--- src/rtl/core/line_follow_drive_step_core_assert.svh ---
// Assertion macros shared by the line follower drive step RTL.
`ifndef LINE_FOLLOW_DRIVE_STEP_CORE_ASSERT_SVH
`define LINE_FOLLOW_DRIVE_STEP_CORE_ASSERT_SVH

// Same-cycle implication, checked on every rising clock edge outside reset.
`define LFDS_ASSERT_SAME(name, ante, cons, msg) \
   name: assert property (@(posedge clock) disable iff (reset) (ante) |-> (cons)) \
      else $error(msg);

// Next-cycle implication, checked on every rising clock edge outside reset.
`define LFDS_ASSERT_NEXT(name, ante, cons, msg) \
   name: assert property (@(posedge clock) disable iff (reset) (ante) |=> (cons)) \
      else $error(msg);

`endif

--- src/rtl/core/lfds_pkg.sv ---
// Package with types, constants and helper functions of the line follower drive step.
`timescale 1ns / 1ps

package lfds_pkg;

   localparam int DutyW = 10;
   localparam int PosW = 5;
   localparam int CsrAddrW = 3;
   localparam int MulW = 11;
   localparam int ProdW = 2 * MulW;
   localparam int SumW = 16;

   localparam logic [DutyW-1:0] DutyMax = 10'd1023;

   // Register indexes of the configuration port.
   localparam logic [CsrAddrW-1:0] CSR_STEER_GAIN   = 3'd0;
   localparam logic [CsrAddrW-1:0] CSR_STEER_MULT   = 3'd1;
   localparam logic [CsrAddrW-1:0] CSR_BRAKE_START  = 3'd2;
   localparam logic [CsrAddrW-1:0] CSR_BRAKE_STOP   = 3'd3;
   localparam logic [CsrAddrW-1:0] CSR_CRUISE_SPEED = 3'd4;
   localparam logic [CsrAddrW-1:0] CSR_BRAKE_FLOOR  = 3'd5;
   localparam logic [CsrAddrW-1:0] CSR_RECOVER_FAST = 3'd6;
   localparam logic [CsrAddrW-1:0] CSR_RECOVER_SLOW = 3'd7;

   // Reset values of the configuration registers.
   localparam logic [5:0]       RstSteerGain   = 6'd15;
   localparam logic [2:0]       RstSteerMult   = 3'd1;
   localparam logic [DutyW-1:0] RstBrakeStart  = 10'd350;
   localparam logic [DutyW-1:0] RstBrakeStop   = 10'd550;
   localparam logic [DutyW-1:0] RstCruiseSpeed = 10'd330;
   localparam logic [DutyW-1:0] RstBrakeFloor  = 10'd100;
   localparam logic [DutyW-1:0] RstRecoverFast = 10'd260;
   localparam logic [DutyW-1:0] RstRecoverSlow = 10'd80;

   typedef enum logic [2:0] {
      ST_IDLE,
      ST_BRAKE_MUL,
      ST_BRAKE_DIV,
      ST_GAIN_MUL,
      ST_STEER_MUL,
      ST_DONE
   } state_type;

   typedef struct packed {
      logic                   known;
      logic signed [PosW-1:0] pos;
   } pos_lookup_type;

   // Maps a sensor pattern to a line position; unknown patterns clear known.
   function automatic pos_lookup_type lookup_position(input logic [7:0] pattern);
      pos_lookup_type res;
      res.known = 1'b1;
      case (pattern)
         8'h01: res.pos = 5'sd12;
         8'h03: res.pos = 5'sd10;
         8'h02: res.pos = 5'sd9;
         8'h06: res.pos = 5'sd7;
         8'h04: res.pos = 5'sd5;
         8'h0C: res.pos = 5'sd3;
         8'h08: res.pos = 5'sd2;
         8'h18: res.pos = 5'sd0;
         8'h10: res.pos = -5'sd2;
         8'h30: res.pos = -5'sd3;
         8'h20: res.pos = -5'sd5;
         8'h60: res.pos = -5'sd7;
         8'h40: res.pos = -5'sd9;
         8'hC0: res.pos = -5'sd10;
         8'h80: res.pos = -5'sd12;
         default: begin
            res.known = 1'b0;
            res.pos = 5'sd0;
         end
      endcase
      return res;
   endfunction

   // Clamps a signed duty sum to the PWM range.
   function automatic logic [DutyW-1:0] sat_duty(input logic signed [SumW-1:0] v);
      logic [DutyW-1:0] res;
      if (v < 0) begin
         res = '0;
      end else if (v > $signed({{(SumW-DutyW){1'b0}}, DutyMax})) begin
         res = DutyMax;
      end else begin
         res = v[DutyW-1:0];
      end
      return res;
   endfunction

endpackage

--- src/rtl/core/line_follow_drive_step_core.sv ---
// Line follower drive step: one request of sensor readings in, one pair of motor duties out.
// A known pattern steps through BRAKE_MUL, BRAKE_DIV, GAIN_MUL, STEER_MUL and DONE to the
// response register, a line loss straight to DONE. One request is in work at a time,
// paced by the single shared multiplier and its sequencer; a stalled response holds off the
// next request. Reset (synchronous, active high) loads the register defaults, clears the
// stored last position and empties the sequencer and the response register.
`timescale 1ns / 1ps

`include "line_follow_drive_step_core_assert.svh"

module line_follow_drive_step_core (
   input  logic                                 clock,
   input  logic                                 reset,
   // Request channel.
   input  logic                                 req_valid,
   output logic                                 req_stall,
   input  logic [7:0]                           req_line_pattern,
   input  logic [lfds_pkg::DutyW-1:0]           req_dist_left,
   input  logic [lfds_pkg::DutyW-1:0]           req_dist_right,
   // Response channel.
   output logic                                 rsp_valid,
   input  logic                                 rsp_stall,
   output logic [lfds_pkg::DutyW-1:0]           rsp_duty_left,
   output logic [lfds_pkg::DutyW-1:0]           rsp_duty_right,
   output logic                                 rsp_line_lost,
   output logic                                 rsp_obstacle_stop,
   // Configuration write port.
   input  logic                                 csr_wr_en,
   input  logic [lfds_pkg::CsrAddrW-1:0]        csr_addr,
   input  logic [lfds_pkg::DutyW-1:0]           csr_wdata
);

   // Configuration registers.
   logic [5:0]                      steer_gain_ff;
   logic [2:0]                      steer_mult_ff;
   logic [lfds_pkg::DutyW-1:0]      brake_start_ff;
   logic [lfds_pkg::DutyW-1:0]      brake_stop_ff;
   logic [lfds_pkg::DutyW-1:0]      cruise_speed_ff;
   logic [lfds_pkg::DutyW-1:0]      brake_floor_ff;
   logic [lfds_pkg::DutyW-1:0]      recover_fast_ff;
   logic [lfds_pkg::DutyW-1:0]      recover_slow_ff;

   // Sequencer and working registers.
   lfds_pkg::state_type                  state_ff, state_in;
   logic signed [lfds_pkg::PosW-1:0]     pos_ff, pos_in;
   logic                                 lost_ff, lost_in;
   logic [lfds_pkg::DutyW-1:0]           s_ff, s_in;
   logic signed [lfds_pkg::ProdW-1:0]    acc_ff, acc_in;
   logic [lfds_pkg::DutyW-1:0]           base_ff, base_in;
   logic signed [lfds_pkg::PosW-1:0]     last_position_ff, last_position_in;

   // Response register.
   logic                                 rsp_valid_ff, rsp_valid_in;
   logic [lfds_pkg::DutyW-1:0]           rsp_duty_left_ff, rsp_duty_left_in;
   logic [lfds_pkg::DutyW-1:0]           rsp_duty_right_ff, rsp_duty_right_in;
   logic                                 rsp_line_lost_ff, rsp_line_lost_in;
   logic                                 rsp_obstacle_stop_ff, rsp_obstacle_stop_in;

   // Shared multiplier and its operand selection.
   logic signed [lfds_pkg::MulW-1:0]     mul_a;
   logic signed [lfds_pkg::MulW-1:0]     mul_b;
   logic signed [lfds_pkg::ProdW-1:0]    mul_p;

   // Datapath helpers.
   lfds_pkg::pos_lookup_type             lookup;
   logic [lfds_pkg::DutyW-1:0]           quot_lo;
   logic [lfds_pkg::DutyW:0]             quot_rem;
   logic [lfds_pkg::DutyW-1:0]           quot;
   logic signed [lfds_pkg::SumW-1:0]     base_ext;
   logic signed [lfds_pkg::SumW-1:0]     delta;
   logic signed [lfds_pkg::SumW-1:0]     sum_left;
   logic signed [lfds_pkg::SumW-1:0]     sum_right;
   logic                                 out_free;

   assign req_stall         = (state_ff != lfds_pkg::ST_IDLE);
   assign rsp_valid         = rsp_valid_ff;
   assign rsp_duty_left     = rsp_duty_left_ff;
   assign rsp_duty_right    = rsp_duty_right_ff;
   assign rsp_line_lost     = rsp_line_lost_ff;
   assign rsp_obstacle_stop = rsp_obstacle_stop_ff;

   assign mul_p = mul_a * mul_b;
   assign lookup = lfds_pkg::lookup_position(req_line_pattern);

   // The product (1023 - s) * cruise is below 2^20. Dividing by 1023: with q0 = x >> 10,
   // the remainder x - 1023 * q0 equals the low ten bits plus q0, which stays below
   // twice 1023, so one compare and increment gives the truncated quotient.
   assign quot_lo  = acc_ff[2*lfds_pkg::DutyW-1:lfds_pkg::DutyW];
   assign quot_rem = {1'b0, acc_ff[lfds_pkg::DutyW-1:0]} + {1'b0, quot_lo};
   assign quot     = (quot_rem >= {1'b0, lfds_pkg::DutyMax}) ? quot_lo + 1'b1 : quot_lo;

   // Steering sums, formed once the steering correction sits in the accumulator.
   assign base_ext  = signed'({{(lfds_pkg::SumW-lfds_pkg::DutyW){1'b0}}, base_ff});
   assign delta     = acc_ff[lfds_pkg::SumW-1:0];
   assign sum_left  = base_ext + delta;
   assign sum_right = base_ext - delta;

   // The response register can take a new response when empty or being drained.
   assign out_free = !rsp_valid_ff || !rsp_stall;

   always_comb begin
      state_in             = state_ff;
      pos_in               = pos_ff;
      lost_in              = lost_ff;
      s_in                 = s_ff;
      acc_in               = acc_ff;
      base_in              = base_ff;
      last_position_in     = last_position_ff;
      rsp_valid_in         = rsp_valid_ff && rsp_stall;
      rsp_duty_left_in     = rsp_duty_left_ff;
      rsp_duty_right_in    = rsp_duty_right_ff;
      rsp_line_lost_in     = rsp_line_lost_ff;
      rsp_obstacle_stop_in = rsp_obstacle_stop_ff;
      mul_a                = '0;
      mul_b                = '0;

      case (state_ff)
         lfds_pkg::ST_IDLE: begin
            // Capture the request: decode the pattern and keep the nearer obstacle reading.
            if (req_valid) begin
               pos_in   = lookup.pos;
               lost_in  = !lookup.known;
               s_in     = (req_dist_left > req_dist_right) ? req_dist_left : req_dist_right;
               state_in = lookup.known ? lfds_pkg::ST_BRAKE_MUL : lfds_pkg::ST_DONE;
            end
         end
         lfds_pkg::ST_BRAKE_MUL: begin
            // For a ten-bit reading, 1023 - s is the bitwise complement.
            mul_a    = signed'({1'b0, ~s_ff});
            mul_b    = signed'({1'b0, cruise_speed_ff});
            acc_in   = mul_p;
            state_in = lfds_pkg::ST_BRAKE_DIV;
         end
         lfds_pkg::ST_BRAKE_DIV: begin
            if (s_ff > brake_start_ff) begin
               if (s_ff > brake_stop_ff) begin
                  base_in = '0;
               end else if (quot < brake_floor_ff) begin
                  base_in = brake_floor_ff;
               end else begin
                  base_in = quot;
               end
            end else begin
               base_in = cruise_speed_ff;
            end
            state_in = lfds_pkg::ST_GAIN_MUL;
         end
         lfds_pkg::ST_GAIN_MUL: begin
            mul_a    = signed'({{(lfds_pkg::MulW-3){1'b0}}, steer_mult_ff});
            mul_b    = signed'({{(lfds_pkg::MulW-6){1'b0}}, steer_gain_ff});
            acc_in   = mul_p;
            state_in = lfds_pkg::ST_STEER_MUL;
         end
         lfds_pkg::ST_STEER_MUL: begin
            // Gain product is at most 441 and fits the signed operand width.
            mul_a    = acc_ff[lfds_pkg::MulW-1:0];
            mul_b    = {{(lfds_pkg::MulW-lfds_pkg::PosW){pos_ff[lfds_pkg::PosW-1]}}, pos_ff};
            acc_in   = mul_p;
            state_in = lfds_pkg::ST_DONE;
         end
         lfds_pkg::ST_DONE: begin
            if (out_free) begin
               rsp_valid_in = 1'b1;
               state_in     = lfds_pkg::ST_IDLE;
               if (lost_ff) begin
                  // Line loss: turn toward the side where the line was last seen.
                  rsp_line_lost_in     = 1'b1;
                  rsp_obstacle_stop_in = 1'b0;
                  if (last_position_ff[lfds_pkg::PosW-1]) begin
                     rsp_duty_left_in  = recover_slow_ff;
                     rsp_duty_right_in = recover_fast_ff;
                  end else begin
                     rsp_duty_left_in  = recover_fast_ff;
                     rsp_duty_right_in = recover_slow_ff;
                  end
               end else if (base_ff == '0) begin
                  rsp_line_lost_in     = 1'b0;
                  rsp_obstacle_stop_in = 1'b1;
                  rsp_duty_left_in     = '0;
                  rsp_duty_right_in    = '0;
               end else begin
                  rsp_line_lost_in     = 1'b0;
                  rsp_obstacle_stop_in = 1'b0;
                  rsp_duty_left_in     = lfds_pkg::sat_duty(sum_left);
                  rsp_duty_right_in    = lfds_pkg::sat_duty(sum_right);
                  last_position_in     = pos_ff;
               end
            end
         end
         default: begin
            state_in = lfds_pkg::ST_IDLE;
         end
      endcase
   end

   always_ff @(posedge clock) begin
      if (reset) begin
         state_ff         <= lfds_pkg::ST_IDLE;
         last_position_ff <= '0;
         rsp_valid_ff     <= 1'b0;
      end else begin
         state_ff         <= state_in;
         last_position_ff <= last_position_in;
         rsp_valid_ff     <= rsp_valid_in;
      end
   end

   always_ff @(posedge clock) begin
      pos_ff               <= pos_in;
      lost_ff              <= lost_in;
      s_ff                 <= s_in;
      acc_ff               <= acc_in;
      base_ff              <= base_in;
      rsp_duty_left_ff     <= rsp_duty_left_in;
      rsp_duty_right_ff    <= rsp_duty_right_in;
      rsp_line_lost_ff     <= rsp_line_lost_in;
      rsp_obstacle_stop_ff <= rsp_obstacle_stop_in;
   end

   // Configuration writes; the index covers exactly the eight registers.
   always_ff @(posedge clock) begin
      if (reset) begin
         steer_gain_ff   <= lfds_pkg::RstSteerGain;
         steer_mult_ff   <= lfds_pkg::RstSteerMult;
         brake_start_ff  <= lfds_pkg::RstBrakeStart;
         brake_stop_ff   <= lfds_pkg::RstBrakeStop;
         cruise_speed_ff <= lfds_pkg::RstCruiseSpeed;
         brake_floor_ff  <= lfds_pkg::RstBrakeFloor;
         recover_fast_ff <= lfds_pkg::RstRecoverFast;
         recover_slow_ff <= lfds_pkg::RstRecoverSlow;
      end else if (csr_wr_en) begin
         case (csr_addr)
            lfds_pkg::CSR_STEER_GAIN:   steer_gain_ff   <= csr_wdata[5:0];
            lfds_pkg::CSR_STEER_MULT:   steer_mult_ff   <= csr_wdata[2:0];
            lfds_pkg::CSR_BRAKE_START:  brake_start_ff  <= csr_wdata;
            lfds_pkg::CSR_BRAKE_STOP:   brake_stop_ff   <= csr_wdata;
            lfds_pkg::CSR_CRUISE_SPEED: cruise_speed_ff <= csr_wdata;
            lfds_pkg::CSR_BRAKE_FLOOR:  brake_floor_ff  <= csr_wdata;
            lfds_pkg::CSR_RECOVER_FAST: recover_fast_ff <= csr_wdata;
            lfds_pkg::CSR_RECOVER_SLOW: recover_slow_ff <= csr_wdata;
            default: begin
            end
         endcase
      end
   end

   // An accepted request keeps the sequencer busy in the following cycle.
   `LFDS_ASSERT_NEXT(a_accept_busy, req_valid && !req_stall,
      state_ff != lfds_pkg::ST_IDLE, "sequencer idle after accepting a request")
   // A response never reports line loss and an obstacle stop together.
   `LFDS_ASSERT_SAME(a_flags_exclusive, rsp_valid, !(rsp_line_lost && rsp_obstacle_stop),
      "line loss and obstacle stop both set")
   // An obstacle stop drives both motors to zero.
   `LFDS_ASSERT_SAME(a_stop_zero, rsp_valid && rsp_obstacle_stop,
      rsp_duty_left == '0 && rsp_duty_right == '0, "obstacle stop with nonzero duty")

endmodule

--- config.mk ---
export PLATFORM = sky130hd
export DESIGN_NAME = line_follow_drive_step_core
export DESIGN_NICKNAME = d
export VERILOG_FILES = /design/src/rtl/core/lfds_pkg.sv /design/src/rtl/core/line_follow_drive_step_core.sv
export VERILOG_INCLUDE_DIRS = /design/src /design/src/rtl/core
export SDC_FILE = /design/constraint.sdc
export NUM_CORES = 1
export LEC_CHECK = 0
export BUFFER_PORTS_ARGS = -buffer_cell sky130_fd_sc_hd__buf_4
export CAP_MARGIN = 30
export CORE_MARGIN = 5
export CORE_UTILIZATION = 26
export CTS_CLUSTER_DIAMETER = 120
export DETAILED_ROUTE_END_ITERATION = 8
export PLACE_DENSITY = 0.5
export SYNTH_ARGS = -nofsm -noshare
export SYNTH_HDL_FRONTEND = slang
export SYNTH_SLANG_ARGS = --single-unit
--- constraint.sdc ---
create_clock -name clock -period 5.85 [get_ports clock]
set_input_delay 0.2925 -clock clock [delete_from_list [all_inputs] [get_ports clock]]
set_output_delay 0.2925 -clock clock [all_outputs]
set_load 0.01 [all_outputs]
* Yosys cells after proc, flatten, opt, wreduce, memory -nomap -nowiden
Index checks and enable logic that the tools add are counted.
Word-level totals: word-level logic and storage cells 116, register bits after elaboration 146
Cells by class: reductions and logical operators 23, mux-type cells 27, equal/unequal tests 29, bitwise gates (word level) 3, multiply operators 1, $add $sub $neg 4, magnitude comparators 9
Operators by type and width (number):
- $mux 10 | 15
- $pmux 5 s14 | 1
- $pmux 11 s3 | 2
- $gt 16x11->1 const B | 2
- $lt 16x1->1 const B | 2
- $gt 10x10->1 | 3
- $reduce_and 2->1 | 11
- $mul 11x11->20 | 1
- $eq 3x3->1 const B | 6
- $pmux 3 s6 | 1
- $add 11x16->16 | 1
- $eq 8x2->1 const B | 2
- $eq 8x3->1 const B | 2
- $eq 8x4->1 const B | 2
- $eq 8x5->1 const B | 2
- $eq 8x6->1 const B | 2
- $eq 8x7->1 const B | 2
- $eq 8x8->1 const B | 2
- $sub 11x16->16 | 1
- $reduce_or 15->1 | 1
- $eq 3x2->1 const B | 4
- $add 10x10->11 | 1
- $ge 11x10->1 const B | 1
- $add 10x1->10 const B | 1
- 16 further kinds | 28

* Logic depth before layout (Yosys ltp)
depth in word-level cells 7, mapped depth 26

* Worst setup path before layout
OpenSTA, ideal clock, no wires.
kind reg2reg, start register state_ff[1], end register acc_ff[19] (netlist bit), data pin, setup slack -0.601 ns, arrival time 6.192 ns, setup time 0.260 ns, cell stages (with the launch flop) 25, path buffers 2, data required time 5.590 ns, cells stage by stage dfxtp_1 > clkbuf_1 > nor3b_1 > and2_0 > clkbuf_1 > inv_2 > o21ai_1 > nand2_1 > fa_1 > fa_1 > fa_1 > inv_1 > fa_1 > inv_1 > fa_1 > inv_1 > ha_1 > o21a_1 > nor2_1 > a21oi_1 > a41o_1 > o41ai_1 > o2111ai_1 > a21oi_1 > xnor2_1
On the way: word-level cells in the longest chain between the ends 3, elaborated cells between the ends (all ways) 6, classes of those cells 1 x mul; 3 x eq/ne; 2 x mux
Ends and longest elaborated chain:
- from (decl) | line line_follow_drive_step_core.sv:44 | lfds_pkg::state_type state_ff, state_in;
- from (signal assigned) | line line_follow_drive_step_core.sv:198 | state_ff <= lfds_pkg::ST_IDLE;
- from (signal assigned) | line line_follow_drive_step_core.sv:202 | state_ff <= state_in;
- $eq 3x3->1, or another cell as far along | line line_follow_drive_step_core.sv:117 | case (state_ff)
- $pmux 11 s3 | line line_follow_drive_step_core.sv:117
- $mul 11x11->20 (*) | line line_follow_drive_step_core.sv:82 | assign mul_p = mul_a * mul_b;
- named net mul_p, one bit | line line_follow_drive_step_core.sv:62 | logic signed [lfds_pkg::ProdW-1:0] mul_p;
- to (signal assigned) | line line_follow_drive_step_core.sv:212 | acc_ff <= acc_in;
- to (decl) | line line_follow_drive_step_core.sv:48 | logic signed [lfds_pkg::ProdW-1:0] acc_ff, acc_in;
The timed path passes the listed nets; every way through them passes the cells marked *. A chain may end at the register's enable or synchronous reset.

* Worst setup path after layout
start register state_ff[2], end register acc_ff[19] (netlist bit), data pin
The elaborated chain is that of the path after synthesis.

==> flow_summary.json <==
{
  "r2r_start": "state_ff[2]",
  "drt_iter0_drc": 688,
  "rows": 82,
  "max_freq_mhz": 175.7,
  "fin_nets": 1931,
  "die_h_um": 234.9,
  "routed_via_density": 4.689,
  "grt_remaining_overflow": 0,
  "fin_crit_sh": 0.9730,
  "finalSetupViolations": 0,
  "min_from": "csr_wdata[9]",
  "netSwitchingFraction": 0.4123,
  "diodes": 0,
  "drt_pass1_iterations": 5,
  "antenna_found_initial": 0,
  "synth_edf_count": 68,
  "slowest_stage": "fa_1",
  "tightest_slew_ns": 0.9153,
  "clock_skew_ns": 0.01650,
  "p_per_area_nw_per_um2": 305.1,
  "htreeDepth": 4,
  "portBuffers": 69,
  "path_common_cell": "fa_1",
  "r2r_end": "acc_ff[19]",
  "route.detailed.drc": 0,
  "r2r_cells": 23,
  "clockBufferDepth": 2,
  "hold_viol": 0,
  "place_ws_ns": -0.05212,
  "yosysSeqAreaShare": 0.2680,
  "reg2reg_slack_ns": 0.16,
  "finalSetupTns_ns": 0,
  "synth_flop_cell": "dfxtp_1",
  "intPower_mw": 2.912,
  "p_clk_frac": 0.222,
  "cts_tree": "built",
  "status": "completed",
  "relSlewSlack": 0.3890,
  "initial_core_util": 0.2625,
  "antenna_left": 0,
  "syn_inst": 1519,
  "grt_max_degree": 75,
  "synth_area_um2": 13150,
  "num-fill-cells": 5250,
  "cts.sinks": 142,
  "whs_path_depth": 2,
  "gp_congestion": 0.8760,
  "cp.required_ns": 6.02,
  "fin_cells": 2345,
  "yosysUniqueCellTypes": 66,
  "end_kind": "flop",
  "whs_ns": 0.1467,
  "rsz0062_at_grt": "yes",
  "path_max_fanout": 6,
  "multi_input_area_um2": 8982,
  "syn_nets": 1790,
  "p_sw_mw": 2.042,
  "io_pins": 70,
  "synth_async_sr_flop_share": 0,
  "cp-start-kind": "flop",
  "worstSkewPairLatency_ns": 0.44,
  "critical_path_class": "reg -> reg",
  "grt_pass1_vias": 10808,
  "seqPwrFrac": 0.275,
  "drive_gt1_frac": 0.1996,
  "cts-root-buf": "clkbuf_16",
  "vias": 10995,
  "maxCapViolCount": 0,
  "arrival_ns": 5.86,
  "dieArea_um2": 55150,
  "fin_crit_ns": 5.692,
  "slew_violations": 0,
  "die-width_um": 234.9,
  "cpPeakStageDelay_ns": 0.56,
  "combPwrFrac": 0.503,
  "syn_to_final_growth_pct": 23.55,
  "ff_latch_area_um2": 3535,
  "hpwlAfterDp_um": 29890,
  "p_leak_nw": 6.980,
  "power_mw": 4.954,
  "grt_pass1_wl_um": 59150,
  "fin_ws_ns": 0.1582,
  "fp.coreArea_um2": 50070,
  "ir_worst_vdd_v": 0.0002141,
  "synth_seq_cells": 142,
  "hold_class": "in -> reg",
  "cts_buffers": 17,
  "groute.usage.overall": 0.1334,
  "min_to": "brake_stop_ff[9]",
  "worstPathCellList": "nand2b_4 -> buf_6 -> o21ai_2 -> nor2b_4 -> buf_6 -> nand2_4 -> fa_1 -> fa_1 -> fa_1 -> inv_2 -> fa_1 -> inv_2 -> fa_1 -> inv_2 -> ha_4 -> o21a_1 -> nor2_2 -> a21oi_2 -> a41o_1 -> o41ai_4 -> o2111ai_2 -> a21oi_2 -> xnor2_1",
  "ys_warn_count": 0,
  "wire_per_inst_um": 16.11,
  "clk_pin_slew_ns": 0.07,
  "routed_wl_um": 37770,
  "dp_cells": 2278,
  "syn_area_per_cell_um2": 8.654
}
## how the worst max path moves through the flow
stage	from	end	slack, ns
after floorplan	state_ff[1]	acc_ff[19]	0.03
after global placement	state_ff[0]	acc_ff[19]	0.03
after detailed placement	state_ff[0]	acc_ff[18]	-0.05
after CTS	state_ff[2]	acc_ff[19]	0.05
after global routing	state_ff[2]	acc_ff[19]	-0.11
final	state_ff[2]	acc_ff[19]	0.16
## cell families (layout without fill, tap and decap cells)
family / after synthesis / in the layout / synth area share
fa+ha+maj: 225 / 225 / 0.2770
buf+inv: 281 / 435 / 0.08091
compound gates: 255 / 255 / 0.1237
mux: 48 / 48 / 0.03864
xor+xnor: 58 / 58 / 0.03864
flops: 142 / 142 / 0.2680
simple gates: 510 / 510 / 0.1730
## per-layer routing
metal  part of all wire  vias to the layer above  track usage
li1                   -                     5327            -
met1               0.46                     5373       0.1803
met2               0.47                      252       0.2211
met3              0.045                       43      0.02791
met4              0.016                        0      0.02955
met5                  0                        -            0
## power by group through the flow
stage | clock (mW) | combinational [mW] | sequential (mW)
after floorplan | 0 | 1.62 | 1.29
after global placement | 0 | 2.24 | 1.38
after detailed placement | 0 | 2.27 | 1.38
after CTS | 1.13 | 2.29 | 1.36
after global routing | 1.17 | 2.77 | 1.37
final | 1.10 | 2.49 | 1.36
## cell usage in the layout, fill, tap and decap left out, drive strengths merged, types with 23 or more instances in the layout
master and count:
fa 110, nor2b 26, dfxtp 74, edfxtp 68, nand3 23, clkbuf 23
xnor2 48, nor2 128, inv 230, nand2 228, ha 115, buf 180
o21ai 52, mux2i 26, a21oi 90
## synthesized netlist by cell type, drive strengths merged, types with 22 or more instances
| cell | n | area [µm²] |
|---|---|---|
| mux2i | 26 | 260.3 |
| o21ai | 52 | 260.3 |
| ha | 115 | 1439 |
| nor2b | 26 | 162.7 |
| nor3 | 22 | 110.1 |
| mux2 | 22 | 247.7 |
| edfxtp | 68 | 2042 |
| nand3 | 23 | 115.1 |
| nand2 | 228 | 855.8 |
| fa | 110 | 2202 |
| nor2 | 128 | 480.5 |
| inv | 222 | 833.3 |
| clkbuf | 55 | 210.2 |
| a21oi | 90 | 454.2 |
| dfxtp | 74 | 1481 |
| xnor2 | 48 | 420.4 |
## area by class of cell
type / count / share of cell area
repair buffers: 181 / 0.08960
well taps: 672 / 0.05177
clock buffers: 22 / 0.03128
clock inverters: 10 / 0.005316
flip-flops and latches: 142 / 0.2176
multi-input cells: 1096 / 0.5531
inverters: 222 / 0.05131
## registers in the layout (all words and copies together) (netlist names)
register	flops
brake_floor_ff	10
cruise_speed_ff	10
s_ff	10
rsp_obstacle_stop	1
pos_ff	5
brake_start_ff	10
recover_slow_ff	10
rsp_duty_left	10
brake_stop_ff	10
rsp_line_lost	1
base_ff	10
recover_fast_ff	10
steer_gain_ff	6
rsp_valid	1
lost_ff	1
steer_mult_ff	3
state_ff	3
rsp_duty_right	10
last_position_ff	1
acc_ff	20
## metrics by stage
stage	cell area, µm²	util
global route	16240	0.3244
global placement	14910	0.2977
detailed placement	14920	0.2980
floorplan	13200	-
CTS	15520	0.3101
finish	16240	0.3244
## critical path: cells and delay by family, from the launching register on
family,cells,cell delay (ns)
buffers and inverters,5,0.39
DFF,1,0.36
adders and majority gates,6,2.79
xor gates and xnor gates,1,0.09
and+or+nand+nor,4,0.56
AOI/OAI and AO/OA,7,1.27
## what timing repair did
item,4_1_cts,5_1_grt
hold buffers,0,0
setup buffers,0,32
gates cloned,0,2
pin swaps,0,66
endpoints found under the setup margin,2,6
resized for setup,3,118
Power figures use the tool's default switching activity.
